===== src/hw/rtl/isd_pkg.sv =====
// shared types, constants and register codes for the interrupt storm detector
// no dependencies; imported by isd_alu, isd_core and the top level
package isd_pkg;

    // vector space and the first vector that maps onto a maskable irq line
    localparam int NUM_VECTORS    = 64;
    localparam int FIRST_MASKABLE = 32;
    localparam int IDX_W          = $clog2(NUM_VECTORS);

    // fixed field widths
    localparam int VEC_W  = 6;
    localparam int CNT_W  = 16;
    localparam int TIME_W = 32;
    localparam int CFG_W  = 16;
    localparam logic [CNT_W-1:0] COUNT_MAX = {CNT_W{1'b1}};

    // configuration port
    localparam int APB_AW = 3;
    localparam logic REG_WINDOW = 1'b0;
    localparam logic REG_THRESH = 1'b1;
    localparam logic [CFG_W-1:0] WINDOW_RESET = 16'd100;
    localparam logic [CFG_W-1:0] THRESH_RESET = 16'd2000;

    typedef struct packed {
        logic [CFG_W-1:0] window_ms;
        logic [CFG_W-1:0] storm_threshold;
    } t_cfg;

    typedef struct packed {
        logic [VEC_W-1:0] storm_vector;
        logic             maskable;
        logic [VEC_W-1:0] irq_line;
        logic [CNT_W-1:0] window_count;
        logic             last;
    } t_report;

    typedef struct packed {
        logic [TIME_W-1:0] a;
        logic [TIME_W-1:0] b;
    } t_alu_req;

    typedef struct packed {
        logic [TIME_W-1:0] diff;
        logic              lt;
        logic              eq;
    } t_alu_res;

    typedef enum logic [2:0] {
        ST_IDLE,
        ST_BUMP,
        ST_WIN1,
        ST_WIN2,
        ST_SW_RD,
        ST_SW_CMP,
        ST_END
    } t_state;

endpackage


===== src/hw/rtl/isd_ram.sv =====
// generic single write port, single read port ram with registered read
// no dependencies
module isd_ram #(
    parameter int WIDTH = 16,
    parameter int DEPTH = 64
) (
    input  logic                     i_clk,
    input  logic                     i_we,
    input  logic [$clog2(DEPTH)-1:0] i_waddr,
    input  logic [WIDTH-1:0]         i_wdata,
    input  logic                     i_re,
    input  logic [$clog2(DEPTH)-1:0] i_raddr,
    output logic [WIDTH-1:0]         o_rdata
);

    logic [WIDTH-1:0] r_mem [DEPTH];
    logic [WIDTH-1:0] r_rdata;

    // write port and registered read port
    always_ff @(posedge i_clk) begin
        if (i_we) begin
            r_mem[i_waddr] <= i_wdata;
        end
        if (i_re) begin
            r_rdata <= r_mem[i_raddr];
        end
    end

    assign o_rdata = r_rdata;

endmodule


===== src/hw/rtl/isd_alu.sv =====
// shared 32 bit subtract and compare unit used by the count update, window and threshold steps of the sequencer
// depends on isd_pkg
module isd_alu (
    input  isd_pkg::t_alu_req i_req,
    output isd_pkg::t_alu_res o_res
);
    import isd_pkg::*;

    logic [TIME_W:0] diff_ext;

    // a - b with borrow out; borrow means a < b unsigned
    assign diff_ext   = {1'b0, i_req.a} - {1'b0, i_req.b};
    assign o_res.diff = diff_ext[TIME_W-1:0];
    assign o_res.lt   = diff_ext[TIME_W];
    assign o_res.eq   = (diff_ext[TIME_W-1:0] == '0);

endmodule


===== src/hw/rtl/isd_core.sv =====
// sequencer, count store, storm flags and report registers of the detector
// depends on isd_pkg, isd_ram and isd_alu
module isd_core (
    input  logic                     i_clk,
    input  logic                     i_rst_n,
    input  isd_pkg::t_cfg            i_cfg,
    input  logic                     i_in_valid,
    output logic                     o_in_ready,
    input  logic [isd_pkg::VEC_W-1:0]  i_vector,
    input  logic [isd_pkg::TIME_W-1:0] i_now_ms,
    output logic                     o_out_valid,
    input  logic                     i_out_ready,
    output isd_pkg::t_report         o_report
);
    import isd_pkg::*;

    t_state r_state, n_state;

    logic [IDX_W-1:0]       r_vec;
    logic                   r_in_range;
    logic [TIME_W-1:0]      r_now;
    logic [TIME_W-1:0]      r_start;
    logic [TIME_W-1:0]      r_diff;
    logic [IDX_W-1:0]       r_idx;
    logic [NUM_VECTORS-1:0] r_valid;
    logic [NUM_VECTORS-1:0] r_flags;
    t_report                r_out;
    logic                   r_out_valid;
    t_report                r_pend;
    logic                   r_pend_valid;

    logic             accept;
    logic             slot_free;
    logic             idx_last;
    logic             hit;
    logic             stall;
    logic [CNT_W-1:0] count;
    logic             count_valid;
    logic [CNT_W-1:0] rdata;
    t_report          new_rep;

    logic             ram_we;
    logic             ram_re;
    logic [IDX_W-1:0] ram_raddr;
    logic [CNT_W-1:0] ram_wdata;
    t_alu_req         alu_req;
    t_alu_res         alu_res;

    // count store
    isd_ram #(
        .WIDTH(CNT_W),
        .DEPTH(NUM_VECTORS)
    ) u_counts (
        .i_clk  (i_clk),
        .i_we   (ram_we),
        .i_waddr(r_vec),
        .i_wdata(ram_wdata),
        .i_re   (ram_re),
        .i_raddr(ram_raddr),
        .o_rdata(rdata)
    );

    isd_alu u_alu (
        .i_req(alu_req),
        .o_res(alu_res)
    );

    // handshake and sweep helpers
    assign accept      = i_in_valid && o_in_ready;
    assign slot_free   = !r_out_valid || i_out_ready;
    assign idx_last    = (r_idx == IDX_W'(NUM_VECTORS - 1));
    assign count_valid = (r_state == ST_BUMP) ? r_valid[r_vec] : r_valid[r_idx];
    assign count       = count_valid ? rdata : '0;
    assign hit         = !alu_res.lt && !r_flags[r_idx];
    assign stall       = hit && r_pend_valid && !slot_free;

    // report built from the vector under the sweep
    always_comb begin
        new_rep              = '0;
        new_rep.storm_vector = VEC_W'(r_idx);
        new_rep.maskable     = (32'(r_idx) >= FIRST_MASKABLE);
        new_rep.irq_line     = new_rep.maskable ?
                               VEC_W'(r_idx - IDX_W'(FIRST_MASKABLE)) : '0;
        new_rep.window_count = count;
        new_rep.last         = 1'b0;
    end

    // next state
    always_comb begin
        n_state = r_state;
        case (r_state)
            ST_IDLE: begin
                if (accept) n_state = ST_BUMP;
            end
            ST_BUMP: begin
                n_state = ST_WIN1;
            end
            ST_WIN1: begin
                if (alu_res.eq || (r_start == '0)) n_state = ST_IDLE;
                else n_state = ST_WIN2;
            end
            ST_WIN2: begin
                if (alu_res.lt) n_state = ST_IDLE;
                else n_state = ST_SW_RD;
            end
            ST_SW_RD: begin
                n_state = ST_SW_CMP;
            end
            ST_SW_CMP: begin
                if (!stall) n_state = idx_last ? ST_END : ST_SW_RD;
            end
            ST_END: begin
                if (!r_pend_valid || slot_free) n_state = ST_IDLE;
            end
            default: begin
                n_state = ST_IDLE;
            end
        endcase
    end

    // control outputs and shared unit operands
    always_comb begin
        o_in_ready = 1'b0;
        ram_re     = 1'b0;
        ram_raddr  = r_idx;
        ram_we     = 1'b0;
        ram_wdata  = '0;
        alu_req    = '0;
        case (r_state)
            ST_IDLE: begin
                o_in_ready = 1'b1;
                ram_re     = 1'b1;
                ram_raddr  = IDX_W'(i_vector);
            end
            ST_BUMP: begin
                // count + 1 as count - all-ones, held at the top
                alu_req.a = TIME_W'(count);
                alu_req.b = '1;
                ram_we    = r_in_range;
                ram_wdata = (count == COUNT_MAX) ? count : alu_res.diff[CNT_W-1:0];
            end
            ST_WIN1: begin
                alu_req.a = r_now;
                alu_req.b = r_start;
            end
            ST_WIN2: begin
                alu_req.a = r_diff;
                alu_req.b = TIME_W'(i_cfg.window_ms);
            end
            ST_SW_RD: begin
                ram_re = 1'b1;
            end
            ST_SW_CMP: begin
                alu_req.a = TIME_W'(count);
                alu_req.b = TIME_W'(i_cfg.storm_threshold);
            end
            ST_END: begin
                alu_req = '0;
            end
            default: begin
                alu_req = '0;
            end
        endcase
    end

    // state, window and flag registers
    always_ff @(posedge i_clk) begin
        if (!i_rst_n) begin
            r_state      <= ST_IDLE;
            r_valid      <= '0;
            r_flags      <= '0;
            r_start      <= '0;
            r_idx        <= '0;
            r_out_valid  <= 1'b0;
            r_pend_valid <= 1'b0;
        end else begin
            r_state <= n_state;
            if (r_out_valid && i_out_ready) begin
                r_out_valid <= 1'b0;
            end
            case (r_state)
                ST_IDLE: begin
                    if (accept) begin
                        r_vec      <= IDX_W'(i_vector);
                        r_in_range <= (32'(i_vector) < NUM_VECTORS);
                        r_now      <= i_now_ms;
                    end
                end
                ST_BUMP: begin
                    if (r_in_range) r_valid[r_vec] <= 1'b1;
                end
                ST_WIN1: begin
                    r_diff <= alu_res.diff;
                    // first arrival after reset or a zero close: take a baseline
                    if (!alu_res.eq && (r_start == '0)) begin
                        r_start <= r_now;
                        r_valid <= '0;
                    end
                end
                ST_WIN2: begin
                    if (!alu_res.lt) begin
                        r_start <= r_now;
                        r_idx   <= '0;
                    end
                end
                ST_SW_CMP: begin
                    if (!stall) begin
                        if (!alu_res.lt) begin
                            if (!r_flags[r_idx]) begin
                                r_flags[r_idx] <= 1'b1;
                                // the held report is not the final one
                                if (r_pend_valid) begin
                                    r_out       <= r_pend;
                                    r_out_valid <= 1'b1;
                                end
                                r_pend       <= new_rep;
                                r_pend_valid <= 1'b1;
                            end
                        end else begin
                            r_flags[r_idx] <= 1'b0;
                        end
                        r_valid[r_idx] <= 1'b0;
                        r_idx          <= r_idx + 1'b1;
                    end
                end
                ST_END: begin
                    if (r_pend_valid && slot_free) begin
                        // held report with its last flag (lowest bit) set
                        r_out        <= {r_pend[$bits(t_report)-1:1], 1'b1};
                        r_out_valid  <= 1'b1;
                        r_pend_valid <= 1'b0;
                    end
                end
                default: begin
                    r_pend_valid <= r_pend_valid;
                end
            endcase
        end
    end

    assign o_out_valid = r_out_valid;
    assign o_report    = r_out;

    // a held report never survives the end of its sweep
    a_pend_idle: assert property (@(posedge i_clk) disable iff (!i_rst_n)
        (r_state == ST_IDLE) |-> !r_pend_valid)
        else $error("held report left after sweep");

    // the final report of a sweep goes out marked as last
    a_last_push: assert property (@(posedge i_clk) disable iff (!i_rst_n)
        (r_state == ST_END && r_pend_valid && slot_free) |=> (r_out_valid && r_out.last))
        else $error("final report not marked last");

    // taking a baseline clears every count
    a_baseline: assert property (@(posedge i_clk) disable iff (!i_rst_n)
        (r_state == ST_WIN1 && !alu_res.eq && r_start == '0) |=> (r_valid == '0))
        else $error("counts not cleared on baseline");

    // a stalled sweep step holds its vector
    a_stall_hold: assert property (@(posedge i_clk) disable iff (!i_rst_n)
        (r_state == ST_SW_CMP && stall) |=> (r_state == ST_SW_CMP && $stable(r_idx)))
        else $error("sweep moved on while stalled");

endmodule


===== src/hw/rtl/interrupt_storm_detector_unit.sv =====
// Interrupt storm detector, top level: stream channels, register port, core.
// Input transfer on s_axis: one interrupt arrival (vector, millisecond time).
// Output transfer on m_axis: one report per vector newly found storming when
// a window closes; tlast marks the final report caused by one arrival.
// Registers over the APB-style port: 0x0 window_ms, 0x4 storm_threshold.
// Sequencing: s_axis_tready is high only while the sequencer is idle. An
// arrival that does not close a window runs a count read, count update, time
// compare and, if time moved on past a set baseline, a window compare, on the
// one shared subtract unit and the count memory with one write and one read
// port. An arrival that closes the window adds a sweep of a memory read and a
// threshold compare per vector and an end step that sends the final report.
// Reports pass through an output register and one held report, so the sweep
// only waits when both are full and the receiver holds m_axis_tready low.
// Reset (i_rst_n low at a clock edge) clears all counts at once through
// per-vector valid bits, clears the storm flags, drops any pending report,
// removes the time baseline and loads the register defaults of 100 ms and 2000.
module interrupt_storm_detector_unit (
    input  logic                        i_clk,
    input  logic                        i_rst_n,
    // apb-style register port
    input  logic                        psel,
    input  logic                        penable,
    input  logic                        pwrite,
    input  logic [isd_pkg::APB_AW-1:0]  paddr,
    input  logic [31:0]                 pwdata,
    output logic [31:0]                 prdata,
    output logic                        pready,
    // input stream
    input  logic                        s_axis_tvalid,
    output logic                        s_axis_tready,
    input  logic [39:0]                 s_axis_tdata,  // [5:0] vector, [37:6] now_ms
    // output stream
    output logic                        m_axis_tvalid,
    input  logic                        m_axis_tready,
    output logic [31:0]                 m_axis_tdata,  // [5:0] storm_vector,
                                                       // [11:6] irq_line,
                                                       // [27:12] window_count
    output logic                        m_axis_tuser,  // [0] maskable
    output logic                        m_axis_tlast
);
    import isd_pkg::*;

    logic [CFG_W-1:0] r_window;
    logic [CFG_W-1:0] r_thresh;
    logic             cfg_write;
    t_cfg             cfg;
    t_report          report;

    // register writes in the access phase
    assign cfg_write = psel && penable && pwrite && pready;

    always_ff @(posedge i_clk) begin
        if (!i_rst_n) begin
            r_window <= WINDOW_RESET;
            r_thresh <= THRESH_RESET;
        end else if (cfg_write) begin
            if (paddr[2] == REG_WINDOW) r_window <= pwdata[CFG_W-1:0];
            else r_thresh <= pwdata[CFG_W-1:0];
        end
    end

    // register read back
    assign prdata = (paddr[2] == REG_THRESH) ? 32'(r_thresh) : 32'(r_window);
    assign pready = 1'b1;

    assign cfg.window_ms       = r_window;
    assign cfg.storm_threshold = r_thresh;

    isd_core u_core (
        .i_clk      (i_clk),
        .i_rst_n    (i_rst_n),
        .i_cfg      (cfg),
        .i_in_valid (s_axis_tvalid),
        .o_in_ready (s_axis_tready),
        .i_vector   (s_axis_tdata[5:0]),
        .i_now_ms   (s_axis_tdata[37:6]),
        .o_out_valid(m_axis_tvalid),
        .i_out_ready(m_axis_tready),
        .o_report   (report)
    );

    // pack the report onto the output stream
    assign m_axis_tdata = {4'b0, report.window_count, report.irq_line, report.storm_vector};
    assign m_axis_tuser = report.maskable;
    assign m_axis_tlast = report.last;

endmodule

===== config.mk =====
export PLATFORM = sky130hd
export DESIGN_NAME = interrupt_storm_detector_unit
export DESIGN_NICKNAME = d
export VERILOG_FILES = /design/src/hw/rtl/isd_pkg.sv /design/src/hw/rtl/isd_ram.sv /design/src/hw/rtl/isd_alu.sv /design/src/hw/rtl/isd_core.sv /design/src/hw/rtl/interrupt_storm_detector_unit.sv
export SDC_FILE = /design/constraint.sdc
export NUM_CORES = 2
export LEC_CHECK = 0
export ABC_AREA = 1
export ABC_CLOCK_PERIOD_IN_PS = 7300
export BUFFER_PORTS_ARGS = -buffer_cell sky130_fd_sc_hd__buf_2
export CORE_ASPECT_RATIO = 0.75
export CORE_MARGIN = 1.5
export CORE_UTILIZATION = 50
export DETAILED_ROUTE_END_ITERATION = 8
export GPL_ROUTABILITY_DRIVEN = 0
export PLACE_DENSITY = 0.64
export SYNTH_ARGS = -nofsm -noshare
export SYNTH_HDL_FRONTEND = slang
export SYNTH_SLANG_ARGS = --single-unit

===== constraint.sdc =====
create_clock -name i_clk -period 7.3 [get_ports i_clk]
set_input_delay 0.73 -clock i_clk [delete_from_list [all_inputs] [get_ports i_clk]]
set_output_delay 0.73 -clock i_clk [all_outputs]
set_load 0.05 [all_outputs]

==> results.json <==
{
  "post-dp-hpwl_um": 101000,
  "syn_area_sq_mm": 0.0599,
  "critical_path.startpoint_type": "flip-flop",
  "post_cts_resize_count": 0,
  "critPathKind": "reg2reg",
  "arrival_ns": 7.30,
  "yosys_warnings": 0,
  "cp_slowest_cell": "nand3_1",
  "rsz0062_at_grt": "no",
  "clock_sinks": 1372,
  "insertion_delay_ns": 0.77,
  "finClkSkew_ns": 0.0243,
  "worstMarginPinSlew_ns": 1.19,
  "met3_length_um": 18200,
  "synth_area_leaders": "edfxtp_1 59%, dfxtp_1 6.8%, nor2_1 5.9%, o21ai_0 4.6%, nand2_1 4.3%",
  "synthCells": 5695,
  "area_growth_pct": 11.7,
  "worstPathRequired_ns": 7.96,
  "first_pass_iters": 8,
  "cts_tree": "done",
  "finalSetupViolCount": 0,
  "drc_errors": 0,
  "gr-total-overflow": 0,
  "utilization_pct": 56.5,
  "ys_seq_elements": 1372,
  "wl_met2_um": 75500,
  "slew_viol_final": 0,
  "die_h_um": 303,
  "clk_pin_slew_ns": 0.06,
  "cap_violations": 0,
  "place.port_buffers": 109,
  "antenna_found_initial": 1,
  "die-area_sq_mm": 0.122,
  "die_x_um": 403,
  "wl_met1_um": 75300,
  "core.rowCount": 109,
  "io_pins": 151,
  "cpPeakStageDelay_ns": 0.61,
  "fillCellCount": 9962,
  "postRouteAntennaNets": 0,
  "initial_utilization_pct": 50.6,
  "relSlewSlack_pct": 20.2,
  "nets": 5851,
  "cts_post_setup_buffers_inserted": 0,
  "total_power_uw": 23700,
  "synth_top_area_cell": "edfxtp_1",
  "power_density_mw_per_mm2": 355,
  "hold_path.class": "in2reg",
  "outcome": "finished, final reports clean",
  "cp-startpoint": "u_core.r_vec[1]$_DFFE_PP_",
  "wl_um": 174000,
  "fin_crit_sh_pct": 90.9,
  "crit_path_max_fanout": 99,
  "core_sq_mm": 0.118,
  "hold_viol_final": 0,
  "holdCritStartpoint": "s_axis_tdata[7]",
  "highest_layer": "met4",
  "synth.top_cell.area_share_pct": 58.7,
  "clockRootBuffer": "clkbuf_16",
  "cp-end-kind": "flip-flop",
  "leakagePower_uw": 0.0237,
  "r2r-start": "u_core.r_vec[1]$_DFFE_PP_",
  "cts_max_level": 4,
  "track_usage_pct": 28.1,
  "drive_above_1_share_pct": 10.1,
  "ys_types": 50,
  "wl_per_cell_um": 23.5,
  "grt_pass1_wl_um": 258000,
  "grt_pass1_vias": 41000,
  "grt_max_degree": 173,
  "num_vias": 44500,
  "synth.avg_cell_area_sq_um": 10.5,
  "viasPerCell": 6.02,
  "irDropWorstVdd_mv": 0.355,
  "cp_common_cell": "nand2_1",
  "hold_buffers": 0,
  "drt_iter0_markers": 5890,
  "min_period_ns": 6.64,
  "cts_buffers": 133,
  "cts_buffer_depth": 3,
  "fmax_mhz": 151,
  "seq_area_frac_synth_pct": 65.4,
  "finalSetupTns_ns": 0
}
[sequential cells by signal (all words and copies together) (netlist names), named ones only]
| register | count |
|---|---|
| u_core.r_pend_valid | 1 |
| u_core.r_valid | 64 |
| u_core.r_diff | 32 |
| u_core.u_counts.r_mem | 1024 |
| u_core.o_out_valid | 1 |
| u_core.r_state | 3 |
| u_core.r_now | 32 |
| u_core.u_counts.o_rdata | 16 |
| u_core.o_report | 30 |
| u_core.r_idx | 6 |
| r_window | 16 |
| u_core.r_vec | 6 |
| u_core.r_start | 32 |
| r_thresh | 16 |
| u_core.r_pend | 29 |
[power by group]
| group | internal (uW) | switching (uW) | leakage (uW) | total (uW) |
|---|---|---|---|---|
| Sequential | 9650 | 172 | 0.0124 | 9820 |
| Combinational | 1800 | 5410 | 0.00923 | 7210 |
| Clock | 3720 | 2950 | 0.00203 | 6670 |
[cell type report]
| class | instances | area [sq um] | area share [%] |
|---|---|---|---|
| Sequential cell | 1372 | 39200 | 58.6 |
| Clock buffer | 177 | 3630 | 5.43 |
| Timing Repair Buffer | 270 | 1940 | 2.90 |
| Multi-Input combinational cell | 3510 | 18000 | 26.9 |
| Inverter | 448 | 1700 | 2.55 |
| Tap cell | 1554 | 1940 | 2.91 |
| Clock inverter | 64 | 515 | 0.771 |
| Antenna cell | 2 | 5.00 | 0.00749 |
[path summary, 6_finish.rpt]
kind	endpoint	slack [ns]	cells after the start
worst max-delay path	u_core.r_valid[51]$_SDFFE_PN0P_	0.66	32
worst min-delay path	u_core.r_now[1]$_DFFE_PP_	0.15	1
worst min register to register	u_core.o_report[9]$_DFFE_PP_	0.42	0
worst max register to register	u_core.r_valid[51]$_SDFFE_PN0P_	0.66	32
[layer usage]
metal | global-route usage (%) | vias up
met2 | 41.5 | 2283
li1 | - | 20400
met5 | 0 | -
met3 | 5.23 | 286
met1 | 41.7 | 21600
met4 | 9.43 | 0
[logic make-up (layout without fill, tap and decap cells)]
group	Yosys count	after routing	share of synthesized area, %
adders and majority gates	34	34	0.723
buffers and inverters	833	959	5.54
and+or+nand+nor	2039	2039	14.0
DFF	1372	1372	65.4
AOI/OAI and AO/OA	1404	1404	14.1
xor gates and xnor gates	11	11	0.161
other	2	24	0.0125
[critical path, delay by kind of cell (launching register included)]
family,cells,cell delay [ns]
AOI/OAI and AO/OA,3,0.47
adders and majority gates,2,0.70
buffers and inverters,6,1.55
DFF,1,0.45
and+or+nand+nor,21,3.21
[cells in the final DEF, fill, tap and decap left out, drive strengths merged, types with 9 or more instances in the layout]
master     n
nor2     955
nor3      89
o32ai     34
edfxtp  1169
o221ai   129
o211ai   129
o21ai    647
clkinv    62
nor4      11
nand3    234
a22oi     26
ha        33
a32o      16
o22ai    190
inv      442
nand4     51
nand2    684
conb      22
a221oi    15
clkbuf   177
dfxtp    203
a21oi    208
buf      270
and2       9
[stage by stage]
stage	area, sq um	hold slack, ns	std cells	setup slack [ns]
after floorplan	59900	0.400	5715	0.563
after global placement	62700	0.402	7154	1.08
after detailed placement	62700	0.405	7154	0.992
after CTS	66900	0.0999	7395	0.962
after global routing	66900	0.133	7395	0.355
final	66900	0.146	7397	0.662
[synth_stat cells (all sizes together)]
library cell / number
fa: 1
and2: 9
inv: 435
a22oi: 26
o2111ai: 3
o21ai: 647
nor4: 11
nor2: 955
nand3: 234
o221ai: 129
dfxtp: 203
a21boi: 1
clkinv: 13
clkbuf: 278
a221oi: 15
o32ai: 34
nand3b: 4
nor3: 89
xnor2: 4
buf: 107
nand4: 51
o22ai: 190
o31ai: 1
nor3b: 2
a21oi: 208
o21bai: 1
a32o: 16
nand2: 684
ha: 33
conb: 2
a31oi: 2
edfxtp: 1169
o211ai: 129
a22o: 1
o41ai: 1
xor2: 7
Note: power is estimated with default switching activity, not from simulation.
